`src/rtl/tsf_pkg.sv`:
```
// ----------------------------------------------------------------------------
// tsf_pkg: shared types and constants of the text sanitize filter
// Character codes, payload structs, the queue entry and the
// character class used by the back end.
// ----------------------------------------------------------------------------
package tsf_pkg;

   // Default depth of the queue between front and back
   localparam int TSF_QUEUE_DEPTH = 4;

   // Character codes
   localparam logic [7:0] TSF_CH_COMMA  = 8'h2C;
   localparam logic [7:0] TSF_CH_TAB    = 8'h09;
   localparam logic [7:0] TSF_CH_NL     = 8'h0A;
   localparam logic [7:0] TSF_CH_CR     = 8'h0D;
   localparam logic [7:0] TSF_CH_BSLASH = 8'h5C;
   localparam logic [7:0] TSF_CH_X      = 8'h58;
   localparam logic [7:0] TSF_CH_LT     = 8'h3C;
   localparam logic [7:0] TSF_CH_GT     = 8'h3E;
   localparam logic [7:0] TSF_CH_SPACE  = 8'h20;
   localparam logic [7:0] TSF_CH_ZERO   = 8'h30;
   localparam logic [7:0] TSF_CH_NINE   = 8'h39;

   // Configuration register indexes
   localparam logic [1:0] TSF_CSR_DELIM = 2'd0;
   localparam logic [1:0] TSF_CSR_TAG   = 2'd1;
   localparam logic [1:0] TSF_CSR_SPACE = 2'd2;

   typedef struct packed {
      logic [7:0] in_byte;
      logic       in_last;
   } tsf_in_type;

   typedef struct packed {
      logic [7:0] out_byte;
      logic       byte_valid;
      logic       end_of_text;
   } tsf_out_type;

   typedef struct packed {
      logic delim_enable;
      logic tag_enable;
      logic space_enable;
   } tsf_cfg_type;

   // One queue entry: up to two characters for the space stage, plus end mark
   typedef struct packed {
      logic [7:0] c0;
      logic [7:0] c1;
      logic [1:0] n;
      logic       last;
   } tsf_cmd_type;

   // Space, tab, newline, vertical tab, form feed, carriage return
   function automatic logic tsf_is_ws(input logic [7:0] c);
      return (c == TSF_CH_SPACE) || ((c >= TSF_CH_TAB) && (c <= TSF_CH_CR));
   endfunction

endpackage

```
`src/rtl/text_sanitize_filter_top.sv`:
```
// ----------------------------------------------------------------------------
// text_sanitize_filter_top: text sanitize filter
// Delimiter, tag and space stages over a byte stream, with config registers.
// ----------------------------------------------------------------------------
// The block takes one text byte per cycle and returns zero to three result
// transfers per byte; the final byte of a text always gives at least one,
// marked by end_of_text. The front end (delimiter and tag stages) accepts a
// byte every cycle while its queue has room; the back end (space stage)
// sends one result per cycle from a registered output while the receiver
// does not stall, so a byte that expands into two or three results holds
// the back end until all are sent and the queue absorbs the difference. An
// accepted byte is written to the queue and its first result then leaves
// through the registered output. Configuration writes are always ready and
// are to be made while the block holds no unfinished text bytes.
module text_sanitize_filter_top
   import tsf_pkg::*;
#(
   parameter int QUEUE_DEPTH = TSF_QUEUE_DEPTH
) (
   input  logic        clock,
   input  logic        reset,
   input  logic        req_valid,
   output logic        req_stall,
   input  tsf_in_type  req_data,
   output logic        rsp_valid,
   input  logic        rsp_stall,
   output tsf_out_type rsp_data,
   input  logic        csr_valid,
   output logic        csr_ready,
   input  logic [1:0]  csr_index,
   input  logic        csr_wdata
);

   tsf_cfg_type cfg_ff;
   tsf_cfg_type cfg_in;
   logic        queue_full;
   logic        queue_push;
   logic        queue_pop;
   logic        queue_empty;
   tsf_cmd_type queue_data;
   tsf_cmd_type queue_head;

   assign csr_ready = 1'b1;

   // Decode register writes; unknown indexes are ignored
   always_comb begin
      cfg_in = cfg_ff;
      if (csr_valid && csr_ready) begin
         case (csr_index)
            TSF_CSR_DELIM: cfg_in.delim_enable = csr_wdata;
            TSF_CSR_TAG:   cfg_in.tag_enable   = csr_wdata;
            TSF_CSR_SPACE: cfg_in.space_enable = csr_wdata;
            default:       cfg_in = cfg_ff;
         endcase
      end
   end

   always_ff @(posedge clock) begin
      if (reset) begin
         cfg_ff <= '0;
      end else begin
         cfg_ff <= cfg_in;
      end
   end

   tsf_front u_front (
      .clock      (clock),
      .reset      (reset),
      .cfg        (cfg_ff),
      .req_valid  (req_valid),
      .req_stall  (req_stall),
      .req_data   (req_data),
      .queue_full (queue_full),
      .queue_push (queue_push),
      .queue_data (queue_data)
   );

   tsf_queue #(
      .DEPTH (QUEUE_DEPTH)
   ) u_queue (
      .clock     (clock),
      .reset     (reset),
      .push      (queue_push),
      .push_data (queue_data),
      .full      (queue_full),
      .pop       (queue_pop),
      .head      (queue_head),
      .empty     (queue_empty)
   );

   tsf_back u_back (
      .clock        (clock),
      .reset        (reset),
      .space_enable (cfg_ff.space_enable),
      .head         (queue_head),
      .empty        (queue_empty),
      .pop          (queue_pop),
      .rsp_valid    (rsp_valid),
      .rsp_stall    (rsp_stall),
      .rsp_data     (rsp_data)
   );

endmodule

```
`src/rtl/tsf_front.sv`:
```
// ----------------------------------------------------------------------------
// tsf_front: delimiter and tag stages
// Accepts one byte a cycle while the queue has room, maps delimiters, tracks
// the escape state and queues the surviving characters as one entry.
// ----------------------------------------------------------------------------
module tsf_front
   import tsf_pkg::*;
(
   input  logic        clock,
   input  logic        reset,
   input  tsf_cfg_type cfg,
   input  logic        req_valid,
   output logic        req_stall,
   input  tsf_in_type  req_data,
   input  logic        queue_full,
   output logic        queue_push,
   output tsf_cmd_type queue_data
);

   localparam logic [1:0] TAG_NORMAL = 2'd0;
   localparam logic [1:0] TAG_ESC    = 2'd1;
   localparam logic [1:0] TAG_XSEEN  = 2'd2;
   localparam logic [1:0] TAG_ANGLE  = 2'd3;

   logic [1:0]  tag_mode_ff;
   logic [1:0]  tag_mode_in;
   logic [1:0]  mode_next;
   logic [7:0]  ch;
   logic        accept;
   tsf_cmd_type cmd;

   function automatic logic is_drop_tag(input logic [7:0] c);
      case (c)
         8'h42, 8'h62, 8'h49, 8'h69, 8'h55, 8'h75,
         8'h48, 8'h68, 8'h4C, 8'h6C, 8'h43, 8'h63, 8'h78: return 1'b1;
         default: return 1'b0;
      endcase
   endfunction

   assign req_stall = queue_full;
   assign accept    = req_valid && !req_stall;

   // Map delimiters, then run the tag stage on the byte
   always_comb begin
      ch = req_data.in_byte;
      if (cfg.delim_enable &&
          (ch == TSF_CH_COMMA || ch == TSF_CH_TAB || ch == TSF_CH_NL)) begin
         ch = TSF_CH_SPACE;
      end

      cmd.c0   = ch;
      cmd.c1   = ch;
      cmd.n    = 2'd1;
      cmd.last = req_data.in_last;
      mode_next = tag_mode_ff;

      if (cfg.tag_enable) begin
         case (tag_mode_ff)
            TAG_ESC: begin
               mode_next = TAG_NORMAL;
               if (is_drop_tag(ch)) begin
                  cmd.n = 2'd0;
               end else if (ch == TSF_CH_X) begin
                  cmd.n     = 2'd0;
                  mode_next = TAG_XSEEN;
               end else begin
                  cmd.c0 = TSF_CH_BSLASH;
                  cmd.n  = 2'd2;
               end
            end
            TAG_XSEEN: begin
               mode_next = TAG_NORMAL;
               if (ch >= TSF_CH_ZERO && ch <= TSF_CH_NINE) begin
                  cmd.n = 2'd0;
               end else if (ch == TSF_CH_LT) begin
                  cmd.n     = 2'd0;
                  mode_next = TAG_ANGLE;
               end else if (ch == TSF_CH_BSLASH) begin
                  cmd.c0    = TSF_CH_X;
                  cmd.n     = 2'd1;
                  mode_next = TAG_ESC;
               end else begin
                  cmd.c0 = TSF_CH_X;
                  cmd.n  = 2'd2;
               end
            end
            TAG_ANGLE: begin
               cmd.n = 2'd0;
               if (ch == TSF_CH_GT) begin
                  mode_next = TAG_NORMAL;
               end
            end
            default: begin
               if (ch == TSF_CH_BSLASH) begin
                  cmd.n     = 2'd0;
                  mode_next = TAG_ESC;
               end
            end
         endcase
         // Release a held X at end of text
         if (req_data.in_last && mode_next == TAG_XSEEN) begin
            cmd.c0 = TSF_CH_X;
            cmd.n  = 2'd1;
         end
      end
   end

   // Advance the tag state; end of text returns it to normal
   always_comb begin
      tag_mode_in = tag_mode_ff;
      if (accept) begin
         tag_mode_in = req_data.in_last ? TAG_NORMAL : mode_next;
      end
   end

   always_ff @(posedge clock) begin
      if (reset) begin
         tag_mode_ff <= TAG_NORMAL;
      end else begin
         tag_mode_ff <= tag_mode_in;
      end
   end

   // Drop entries that carry nothing
   assign queue_push = accept && (cmd.n != 2'd0 || cmd.last);
   assign queue_data = cmd;

endmodule

```
`src/rtl/tsf_queue.sv`:
```
// ----------------------------------------------------------------------------
// tsf_queue: command queue between front and back
// Small register FIFO; the head entry is read directly.
// ----------------------------------------------------------------------------
module tsf_queue
   import tsf_pkg::*;
#(
   parameter int DEPTH = TSF_QUEUE_DEPTH
) (
   input  logic        clock,
   input  logic        reset,
   input  logic        push,
   input  tsf_cmd_type push_data,
   output logic        full,
   input  logic        pop,
   output tsf_cmd_type head,
   output logic        empty
);

   localparam int PTR_W = (DEPTH > 1) ? $clog2(DEPTH) : 1;
   localparam int CNT_W = $clog2(DEPTH + 1);

   tsf_cmd_type        mem_ff [DEPTH];
   logic [PTR_W-1:0]   wr_ptr_ff;
   logic [PTR_W-1:0]   wr_ptr_in;
   logic [PTR_W-1:0]   rd_ptr_ff;
   logic [PTR_W-1:0]   rd_ptr_in;
   logic [CNT_W-1:0]   count_ff;
   logic [CNT_W-1:0]   count_in;

   assign full  = (count_ff == CNT_W'(DEPTH));
   assign empty = (count_ff == '0);
   assign head  = mem_ff[rd_ptr_ff];

   // Advance pointers with wrap at the depth
   always_comb begin
      wr_ptr_in = wr_ptr_ff;
      rd_ptr_in = rd_ptr_ff;
      count_in  = count_ff;
      if (push) begin
         wr_ptr_in = (wr_ptr_ff == PTR_W'(DEPTH - 1)) ? '0 : wr_ptr_ff + 1'b1;
      end
      if (pop) begin
         rd_ptr_in = (rd_ptr_ff == PTR_W'(DEPTH - 1)) ? '0 : rd_ptr_ff + 1'b1;
      end
      if (push && !pop) begin
         count_in = count_ff + 1'b1;
      end else if (pop && !push) begin
         count_in = count_ff - 1'b1;
      end
   end

   always_ff @(posedge clock) begin
      if (reset) begin
         wr_ptr_ff <= '0;
         rd_ptr_ff <= '0;
         count_ff  <= '0;
      end else begin
         wr_ptr_ff <= wr_ptr_in;
         rd_ptr_ff <= rd_ptr_in;
         count_ff  <= count_in;
      end
   end

   // Store the pushed entry
   always_ff @(posedge clock) begin
      if (push) begin
         mem_ff[wr_ptr_ff] <= push_data;
      end
   end

`ifndef SYNTHESIS
   a_no_overflow: assert property (@(posedge clock) disable iff (reset)
      push |-> !full)
      else $error("queue pushed while full");
   a_no_underflow: assert property (@(posedge clock) disable iff (reset)
      pop |-> !empty)
      else $error("queue popped while empty");
   a_count_range: assert property (@(posedge clock) disable iff (reset)
      count_ff <= CNT_W'(DEPTH))
      else $error("queue count beyond depth");
   a_count_step: assert property (@(posedge clock) disable iff (reset)
      (push && !pop) |=> (count_ff == $past(count_ff) + 1'b1))
      else $error("queue count did not advance on push");
`endif

endmodule

```
`src/rtl/tsf_back.sv`:
```
// ----------------------------------------------------------------------------
// tsf_back: space stage and result serializer
// Runs the whitespace trim and collapse on the queue head and sends
// its results one transfer a cycle, unless stalled, via a registered output.
// ----------------------------------------------------------------------------
module tsf_back
   import tsf_pkg::*;
(
   input  logic        clock,
   input  logic        reset,
   input  logic        space_enable,
   input  tsf_cmd_type head,
   input  logic        empty,
   output logic        pop,
   output logic        rsp_valid,
   input  logic        rsp_stall,
   output tsf_out_type rsp_data
);

   logic        started_ff;
   logic        started_in;
   logic        pend_valid_ff;
   logic        pend_valid_in;
   logic [7:0]  pend_char_ff;
   logic [7:0]  pend_char_in;
   logic [1:0]  idx_ff;
   logic [1:0]  idx_in;
   logic        rsp_valid_ff;
   logic        rsp_valid_in;
   tsf_out_type rsp_data_ff;
   tsf_out_type rsp_data_in;

   logic        st;
   logic        pv;
   logic [7:0]  pc;
   logic [7:0]  e [4];
   logic [1:0]  cnt;
   logic [1:0]  nitems;
   logic        out_free;
   logic        load;

   // Run the space stage over the head entry
   always_comb begin
      logic [7:0] c;
      st  = started_ff;
      pv  = pend_valid_ff;
      pc  = pend_char_ff;
      cnt = 2'd0;
      for (int k = 0; k < 4; k++) begin
         e[k] = 8'h00;
      end
      for (int k = 0; k < 2; k++) begin
         c = (k == 0) ? head.c0 : head.c1;
         if (2'(k) < head.n) begin
            if (!space_enable) begin
               if (pv) begin
                  e[cnt] = pc;
                  cnt    = cnt + 2'd1;
                  pv     = 1'b0;
               end
               e[cnt] = c;
               cnt    = cnt + 2'd1;
            end else if (tsf_is_ws(c)) begin
               if (st) begin
                  pv = 1'b1;
                  pc = c;
               end
            end else begin
               if (pv) begin
                  e[cnt] = pc;
                  cnt    = cnt + 2'd1;
                  pv     = 1'b0;
               end
               st     = 1'b1;
               e[cnt] = c;
               cnt    = cnt + 2'd1;
            end
         end
      end
      // Keep a trailing run only when it ends in a non-space
      if (head.last && pv && pc != TSF_CH_SPACE) begin
         e[cnt] = pc;
         cnt    = cnt + 2'd1;
      end
      nitems = (head.last && cnt == 2'd0) ? 2'd1 : cnt;
   end

   assign out_free = !rsp_valid_ff || !rsp_stall;
   assign load     = !empty && nitems != 2'd0 && out_free;
   assign pop      = !empty && (nitems == 2'd0 ||
                                (load && 2'(idx_ff + 2'd1) == nitems));

   // Build the next result transfer
   always_comb begin
      rsp_data_in.out_byte    = e[idx_ff];
      rsp_data_in.byte_valid  = (cnt != 2'd0);
      rsp_data_in.end_of_text = head.last && (2'(idx_ff + 2'd1) == nitems);
      rsp_valid_in = rsp_stall ? rsp_valid_ff : 1'b0;
      if (load) begin
         rsp_valid_in = 1'b1;
      end
   end

   // Commit stage state when the entry retires; end of text resets it
   always_comb begin
      started_in    = started_ff;
      pend_valid_in = pend_valid_ff;
      pend_char_in  = pend_char_ff;
      idx_in        = idx_ff;
      if (pop) begin
         idx_in = 2'd0;
         if (head.last) begin
            started_in    = 1'b0;
            pend_valid_in = 1'b0;
            pend_char_in  = 8'h00;
         end else begin
            started_in    = st;
            pend_valid_in = pv;
            pend_char_in  = pc;
         end
      end else if (load) begin
         idx_in = idx_ff + 2'd1;
      end
   end

   always_ff @(posedge clock) begin
      if (reset) begin
         started_ff    <= 1'b0;
         pend_valid_ff <= 1'b0;
         pend_char_ff  <= 8'h00;
         idx_ff        <= 2'd0;
         rsp_valid_ff  <= 1'b0;
      end else begin
         started_ff    <= started_in;
         pend_valid_ff <= pend_valid_in;
         pend_char_ff  <= pend_char_in;
         idx_ff        <= idx_in;
         rsp_valid_ff  <= rsp_valid_in;
      end
   end

   // Hold the payload while stalled
   always_ff @(posedge clock) begin
      if (load) begin
         rsp_data_ff <= rsp_data_in;
      end
   end

   assign rsp_valid = rsp_valid_ff;
   assign rsp_data  = rsp_data_ff;

endmodule

```
`config.mk`:
```
export PLATFORM = sky130hd
export DESIGN_NAME = text_sanitize_filter_top
export DESIGN_NICKNAME = d
export VERILOG_FILES = /design/src/rtl/tsf_pkg.sv /design/src/rtl/text_sanitize_filter_top.sv /design/src/rtl/tsf_front.sv /design/src/rtl/tsf_queue.sv /design/src/rtl/tsf_back.sv
export SDC_FILE = /design/constraint.sdc
export NUM_CORES = 1
export LEC_CHECK = 0
export CAP_MARGIN = 20
export CORE_MARGIN = 4
export CORE_UTILIZATION = 47
export DETAILED_ROUTE_END_ITERATION = 8
export DONT_BUFFER_PORTS = 1
export REMOVE_ABC_BUFFERS = 1
export SYNTH_ARGS = -nofsm -noshare
export SYNTH_HDL_FRONTEND = slang
export SYNTH_SLANG_ARGS = --single-unit
```
`constraint.sdc`:
```
create_clock -name clock -period 6.8 [get_ports clock]
set_clock_uncertainty 0.2 [all_clocks]
set_input_delay 0.34 -clock clock [delete_from_list [all_inputs] [get_ports clock]]
set_output_delay 0.34 -clock clock [all_outputs]
set_load 0.02 [all_outputs]
```
======== Yosys cells after proc, flatten, opt, wreduce, memory -nomap -nowiden ========
Memories as Yosys holds them, arrays and structs flattened. A register that Yosys moved wholly into a read port is not among the register bits.
Cells that the tools add are included.
storage, ports and cells
  flip-flop bits (word level) ............. 35
  latch bits .............................. 0
  RAM bits ................................ 76
  memory bits (read-only) ................. 0
  bits of input ports ..................... 17
  output and inout port bits .............. 13
  memories ................................ 1
memories
  name            words  width  read ports  clocked after memory_dff  write ports  RTL line         source
  u_queue.mem_ff  4      19     1           1                         1            tsf_queue.sv:23  tsf_cmd_type mem_ff [DEPTH];
operators by class
  $add $sub $neg .......................... 11
  multiply operators ...................... 0
  divide/modulo/power cells ............... 0
  $lt $le $gt $ge ......................... 21
  eq/ne operators ......................... 34
  shift operators ......................... 0
  mux-type cells .......................... 126
  bitwise logic cells ..................... 7
  reduce and logical (&&, ||, !) cells .... 51
operator list
  cell                 count
  $mux 32              13
  $mux 8               30
  $bwmux 32            6
  $eq 8x7->1 const B   15
  $demux 8 s2          6
  $mux 2               39
  $eq 8x6->1 const B   5
  $mux 1               26
  $logic_and 1x1->1    23
  $ge 3x3->1 const B   7
  $not 2->3            7
  $add 2x1->2 const B  9
  $lt 3x1->1 const B   6
  $bmux 8 s2           1
  $eq 8x4->1 const B   2
  $ge 8x4->1 const B   2
  $le 8x4->1 const B   2
  $pmux 8 s2           1
  $reduce_or 13->1     1
  $eq 2x2->1 const B   6
  $pmux 2 s3           2
  $reduce_bool 2->1    5
  $ge 8x6->1 const B   1
  $le 8x6->1 const B   1
  15 further kinds     34

======== Logic depth before layout (Yosys ltp) ========
Gate-level depths: netlist (run 1).
  depth in word-level cells ............... 33
  gate-level depth with buffers ........... 25

======== Modules after synthesis ========
A second synthesis (run 1) with hierarchy kept.
unflattened totals
  cells, all modules ...................... 667
  area, all modules ....................... 7228.2 sq um
by module, submodules not included
  module                    instances  cells each  area an instance (sq um)  sequential area each (sq um)
  tsf_queue                 1          143         3225.6                    2462.4
  tsf_back                  1          366         2886.5                    560.5
  tsf_front                 1          143         962.2                     40.0
  text_sanitize_filter_top  1          15          153.9                     60.1

======== Worst setup path before layout (run 1) ========
Ideal clock, no wire load.
  kind .................................... register -> register
  start point ............................. register (tool-made name)
  end point ............................... register u_queue.count_ff[2]
  library setup time ...................... 0.071 ns
  arrival ................................. 6.225 ns
  data required time ...................... 6.529 ns
  path slack .............................. 0.304 ns
  stages on the path, launching flop included .. 26
  buffers on the path ..................... 3
  cells stage by stage .................... dfxtp_1 > clkbuf_1 > buf_1 > mux4_2 > or4_1 > o2111a_1 > a21oi_1 > nand2_1 > ha_1 > nand2_1 > nand2_1 > ha_1 > nor4b_1 > a21o_1 > ha_1 > nand3_1 > o221a_2 > o311ai_2 > a31oi_2 > buf_4 > ha_1 > inv_1 > fa_1 > xor2_1 > or3_1 > a21oi_1
RTL lines
  item                  RTL line         source
  to (signal assigned)  tsf_queue.sv:61  count_ff <= count_in;
  to (decl)             tsf_queue.sv:28  logic [CNT_W-1:0] count_ff;

==> metrics.txt, run 1 <==
outcome=finished, final reports clean; Mean Syn Cell Area=11.1 um^2; Slew Viols, Final=0; Root Buffer=clkbuf_16; ANT cells=0; Synth area leader=edfxtp_1; post-place setup slack=308 ps; Max Cap Viol=0; cell mode on critical path=ha_1; Die Y=130 um; total gr overflow=0; Crit Path Max Fanout=6; final WL=18100 um; Async SR Flop Fraction=0%; unrepaired setup endpoints after global routing=no; most frequent cell after synthesis=edfxtp_1; Top delay family on crit path=adder cells; port buffer count=0; Chip Width=130 um; P&R area growth vs syn=12.5%; r2r worst-path depth=23; Cells on Worst Hold Path=2; nets=677; Post-Syn Instances=632; CP peak stage delay=580 ps; initial antenna violation count=0; WL/cell=21.7 um; gpl congestion=0.909; Seq/Total Area, Yosys=44.4%; DIE AREA=17000 um^2; Setup-failing EPs final=0; 1st-iter DRT viols=476; multi-input logic area=3660 um^2; Worst Hold End=u_queue.rd_ptr_ff[0]; Worst Max-Slew Pin Slew=1010 ps; FF-to-FF End=u_queue.count_ff[2]; Cell Chain, Critical Path=buf_4, mux4_2, or4_1, o2111a_1, a21oi_1, nand2_1, ha_1, nand2_1, nand2_1, ha_1, nor4b_4, a21o_1, ha_1, nand3_1, o221a_2, o311ai_2, a31oi_2, ha_1, inv_1, fa_1, xor2_1, or3_1, a21oi_1; CTS buffer count=17; Tcrit/Tclk final=92.3%; vias per inst=6.41; crit start category=flip-flop; classification of the worst-slack hold path=primary input to flip-flop; final antenna-violating net count=0; DRC=0; Peak Freq=0.159 GHz; R2R Setup Slk=530 ps; Reg area=3120 um^2; pwr/cell area=344 nW/um^2; Slowest cell on crit path=mux4_2; Arr. time, crit path=6420 ps; row cnt=44; hpwl dp=12700 um; Max clock buf depth=2; Yosys reg bits=113; routed via count=5342; final non-filler cell area=7920 um^2; Overall Global Routing Usage=22.4%; vias in the first global route=5301; layout cells sized above 1=15.1%; postcts setup bufs=0; fillcell total=1232; H-tree depth=4; WP data required=6950 ps; Min Clock Period, post-route=6270 ps; Hold Path Origin=reset; synth unique cells=86; Leak Pwr=2.80 nW; CORE AREA=14600 um^2; Ys Warns=0; Post-synth EDFFs=86; Crit Path Class=flip-flop to flip-flop; 1st-pass router iterations=5; Critical Path Sink Type=flip-flop; IO Pins=30; TritonCTS clock tree=done; Post-DP Area=7170 um^2; # clock sinks=113; WP buf/inv=2; top-area cell type share of the netlist area=36.7%; PnR worst setup slack=526 ps; Post-Syn Area=7040 um^2; latest clock arrival within the worst-skew pair=420 ps; Synth area leaders=edfxtp_1 37%, dfxtp_1 7.7%, mux4_2 7.7%; Cell Count Post-Placement=789; Initial Util=48.2%; Slew Limit Headroom=32.5%; top post-synthesis cells by count=86 x edfxtp_1, 41 x nor2_1, 36 x nand2_1; ys flop type=edfxtp_1; largest net degree at the start of global routing=28; Worst-path clk slew=50 ps; first-pass GRT wire length=29200 um; Non-Filler Instances=834; VDD IR max=0.194 mV; Final Hold Viols=0
## final cells by class
cell class | instances | share of cell area, %
sequential | 113 | 39.5
timing repair buffer | 22 | 2.56
inverter | 28 | 1.33
multi-input combinational | 455 | 46.2
clock buffer | 18 | 5.42
clock inverter | 14 | 2.07
tap | 184 | 2.91
## metal layers
metal / track usage, % / vias up / wire length [um]
met2: 37.3 / 192 / 8830
met3: 5.03 / 42 / 879
met1: 28.3 / 2634 / 7850
li1: - / 2474 / -
met5: 0 / - / 0
met4: 9.07 / 0 / 524
## placed cells by master (no fill, tap or decap), drive strengths merged, types with 7 or more instances in the layout
cell	n
nor2	41
o22ai	8
nor2b	8
a22oi	10
ha	22
and2	7
a21oi	30
nor3	12
dfxtp	27
buf	10
o211ai	10
inv	29
edfxtp	86
clkinv	7
or2	7
a32oi	10
dlygate4sd3	12
nand2b	22
mux4	24
mux2i	33
nor3b	8
nand2	37
nand3	10
mux2	17
o21a	7
o21ai	26
clkbuf	18
## flip-flops by register name, summed over array words and instances, names as in the netlist, named ones only
register and cells:
u_back.rsp_valid 1, cfg_ff 3, u_back.pend_valid_ff 1, u_back.pend_char_ff 8, u_queue.wr_ptr_ff 2, u_back.idx_ff 2
u_front.tag_mode_ff 2, u_queue.mem_ff 76, u_back.started_ff 1, u_queue.rd_ptr_ff 2, u_queue.count_ff 3, u_back.rsp_data 10
## cells by family (layout without fill, tap and decap cells)
logic type,count (synthesis),count (layout),synth area share [%]
AO/OA/AOI/OAI,165,165,17.4
adder cells (fa/ha/maj),23,23,4.20
XOR/XNOR,5,5,0.622
flip-flops,113,113,44.4
multiplexers,74,74,15.1
other,1,1,0.0533
AND/OR/NAND/NOR,187,187,14.4
buffers and inverters,64,82,3.82
## what timing repair did
| action | in CTS | in global routing |
|---|---|---|
| setup endpoints to repair | 0 | 1 |
| hold endpoints to repair | 45 | 0 |
| gates resized for setup | 0 | 3 |
| hold buffers | 12 | 0 |
## worst max path at each step
stage | from | endpoint | depth (start not counted)
final | flip-flop | u_queue.count_ff[2] | 23
after global placement | flip-flop | u_queue.count_ff[2] | 23
after floorplan | flip-flop | u_queue.count_ff[2] | 21
after CTS | flip-flop | u_queue.count_ff[2] | 23
after global routing | flip-flop | u_queue.count_ff[2] | 23
after detailed placement | flip-flop | u_queue.count_ff[2] | 23
## report_power, final
group / internal (mW) / leakage (nW) / switching (mW)
Sequential: 0.870 / 1.00 / 0.100
Clock: 0.573 / 0.279 / 0.318
Combinational: 0.357 / 1.52 / 0.509
Total: 1.80 / 2.80 / 0.926
## through the flow
| stage | hold WS (ps) | power, mW | TNS (ps) | util [%] |
|---|---|---|---|---|
| after floorplan | 209 | 1.59 | -563 | - |
| after global placement | 222 | 1.82 | 0 | 49.2 |
| after detailed placement | 220 | 1.83 | 0 | 49.2 |
| after CTS | 7.30 | 2.73 | 0 | 54.0 |
| after global routing | 21.4 | 2.86 | 0 | 54.3 |
| final | 24.9 | 2.73 | 0 | 54.3 |
Note: power is estimated with default switching activity, not from simulation.
==> run 2, diff against run 1 <==
Settings changed: MAX_ROUTING_LAYER set to met4.
==> metrics.txt, run 2 (synthesized netlist as in run 1, its figures left out) <==
Overall Global Routing Usage=23.8%; Chip Width=130 um; final antenna-violating net count=0; WP data required=6950 ps; Slew Viols, Final=0; ANT cells=0; nets=681; cell mode on critical path=ha_1; Peak Freq=0.156 GHz; crit start category=flip-flop; IO Pins=30; P&R area growth vs syn=13.2%; outcome=finished, final reports clean; latest clock arrival within the worst-skew pair=420 ps; Root Buffer=clkbuf_16; most frequent cells in the layout=86 x edfxtp_1, 41 x nor2_1, 36 x nand2_1; Final Hold Viols=0; port buffer count=0; Max Cap Viol=0; Cell Chain, Critical Path=buf_4, mux4_2, or4_1, o2111a_1, a21oi_1, nand2_1, ha_1, nand2_1, nand2_1, ha_1, nor4b_2, a21o_1, ha_1, nand3_1, o221a_2, o311ai_2, a31oi_2, ha_1, inv_1, fa_1, xor2_1, or3_1, a21oi_1; final WL=18600 um; Die Y=130 um; H-tree depth=4; routed via count=5401; # clock sinks=113; first-pass GRT wire length=29900 um; unrepaired setup endpoints after global routing=no; TritonCTS clock tree=done; WL/cell=22.2 um; vias per inst=6.45; Slowest cell on crit path=mux4_2; CTS buffer count=17; Setup-failing EPs final=0; CP peak stage delay=580 ps; Crit Path Class=flip-flop to flip-flop; Arr. time, crit path=6560 ps; vias in the first global route=5304; 1st-iter DRT viols=447; layout cells sized above 1=15.3%; Min Clock Period, post-route=6410 ps; DRC=0; initial antenna violation count=0; Worst-path clk slew=60 ps; CORE AREA=14600 um^2; gpl congestion=0.986; Tcrit/Tclk final=94.2%; classification of the worst-slack hold path=primary input to flip-flop; Final Core Density=54.6%; Initial Util=48.2%; Hold Path Origin=reset; Final TNS setup=0 ps; commonest non-fill, non-tap cell in the layout=edfxtp_1; postcts setup bufs=0; r2r worst-path depth=23; largest net degree at the start of global routing=28; VDD IR max=0.180 mV; Slew Limit Headroom=35.4%; DIE AREA=17000 um^2; Worst Max-Slew Pin Slew=968 ps; Critical Path Sink Type=flip-flop; Leak Pwr=2.84 nW; max FFs per register=76; Crit Path Max Fanout=6; 1st-pass router iterations=5; Max clock buf depth=2; row cnt=44; R2R Setup Slk=390 ps; Cells on Worst Hold Path=2; total gr overflow=0; Most flops, register=u_queue.mem_ff; pwr/cell area=348 nW/um^2; hpwl dp=13100 um; FF-to-FF End=u_queue.count_ff[2]
run 2: where the power goes:
group | internal [mW] | switching (mW) | total, mW
clock | 0.612 | 0.321 | 0.933
combinational | 0.358 | 0.511 | 0.869
sequential | 0.869 | 0.101 | 0.971
total | 1.84 | 0.934 | 2.77
run 2: worst max-delay path by stage:
stage | to | slack, ps | depth (start not counted)
global placement | u_queue.count_ff[2] | 540 | 23
detailed placement | u_queue.count_ff[2] | 320 | 23
finish | u_queue.count_ff[2] | 390 | 23
global route | u_queue.count_ff[2] | 50 | 23
floorplan | u_queue.count_ff[2] | -440 | 21
CTS | u_queue.count_ff[2] | 280 | 23
run 2: critical path: cells and delay by family (launching register included):
| family | cells | cell delay [ps] |
|---|---|---|
| multiplexers | 1 | 580 |
| adder cells (fa/ha/maj) | 5 | 1540 |
| flip-flops | 1 | 460 |
| buffers and inverters | 2 | 280 |
| AND/OR/NAND/NOR | 7 | 1600 |
| AO/OA/AOI/OAI | 7 | 1500 |
| XOR/XNOR | 1 | 180 |
run 2: per-stage QoR:
stage               area [um^2]  setup WS (ps)  instances  power (mW)  hold slack [ps]
finish                     7970            391        837        2.77             14.9
global route               7970           50.5        837        2.91             39.9
CTS                        7950            276        836        2.79             7.69
detailed placement         7180            323        790        1.83              226
global placement           7180            542        790        1.83              222
floorplan                  6870           -444        596        1.59              209
run 2: cell type report:
class,count,area (um^2)
Multi-Input combinational cell,455,3650
Inverter,28,105
Clock inverter,13,186
Sequential cell,113,3120
Clock buffer,18,429
Timing Repair Buffer,26,243
Fill cell,1202,6620
Tap cell,184,230
run 2: timing repair:
item | in CTS | in global routing
gates resized for setup | 0 | 1
endpoints found under the hold margin | 44 | 0
endpoints found under the setup margin | 0 | 1
hold buffers | 15 | 0
run 2: metal layers:
metal  share of wire, %  track usage, %  wire [um]  up-vias
met1                 43            29.6       7890     2654
met5                  0               -          0        -
met2                 50            38.7       9310      217
met3                5.0            5.32        934       38
li1                   -               -          -     2492
met4                2.3            7.86        427        0
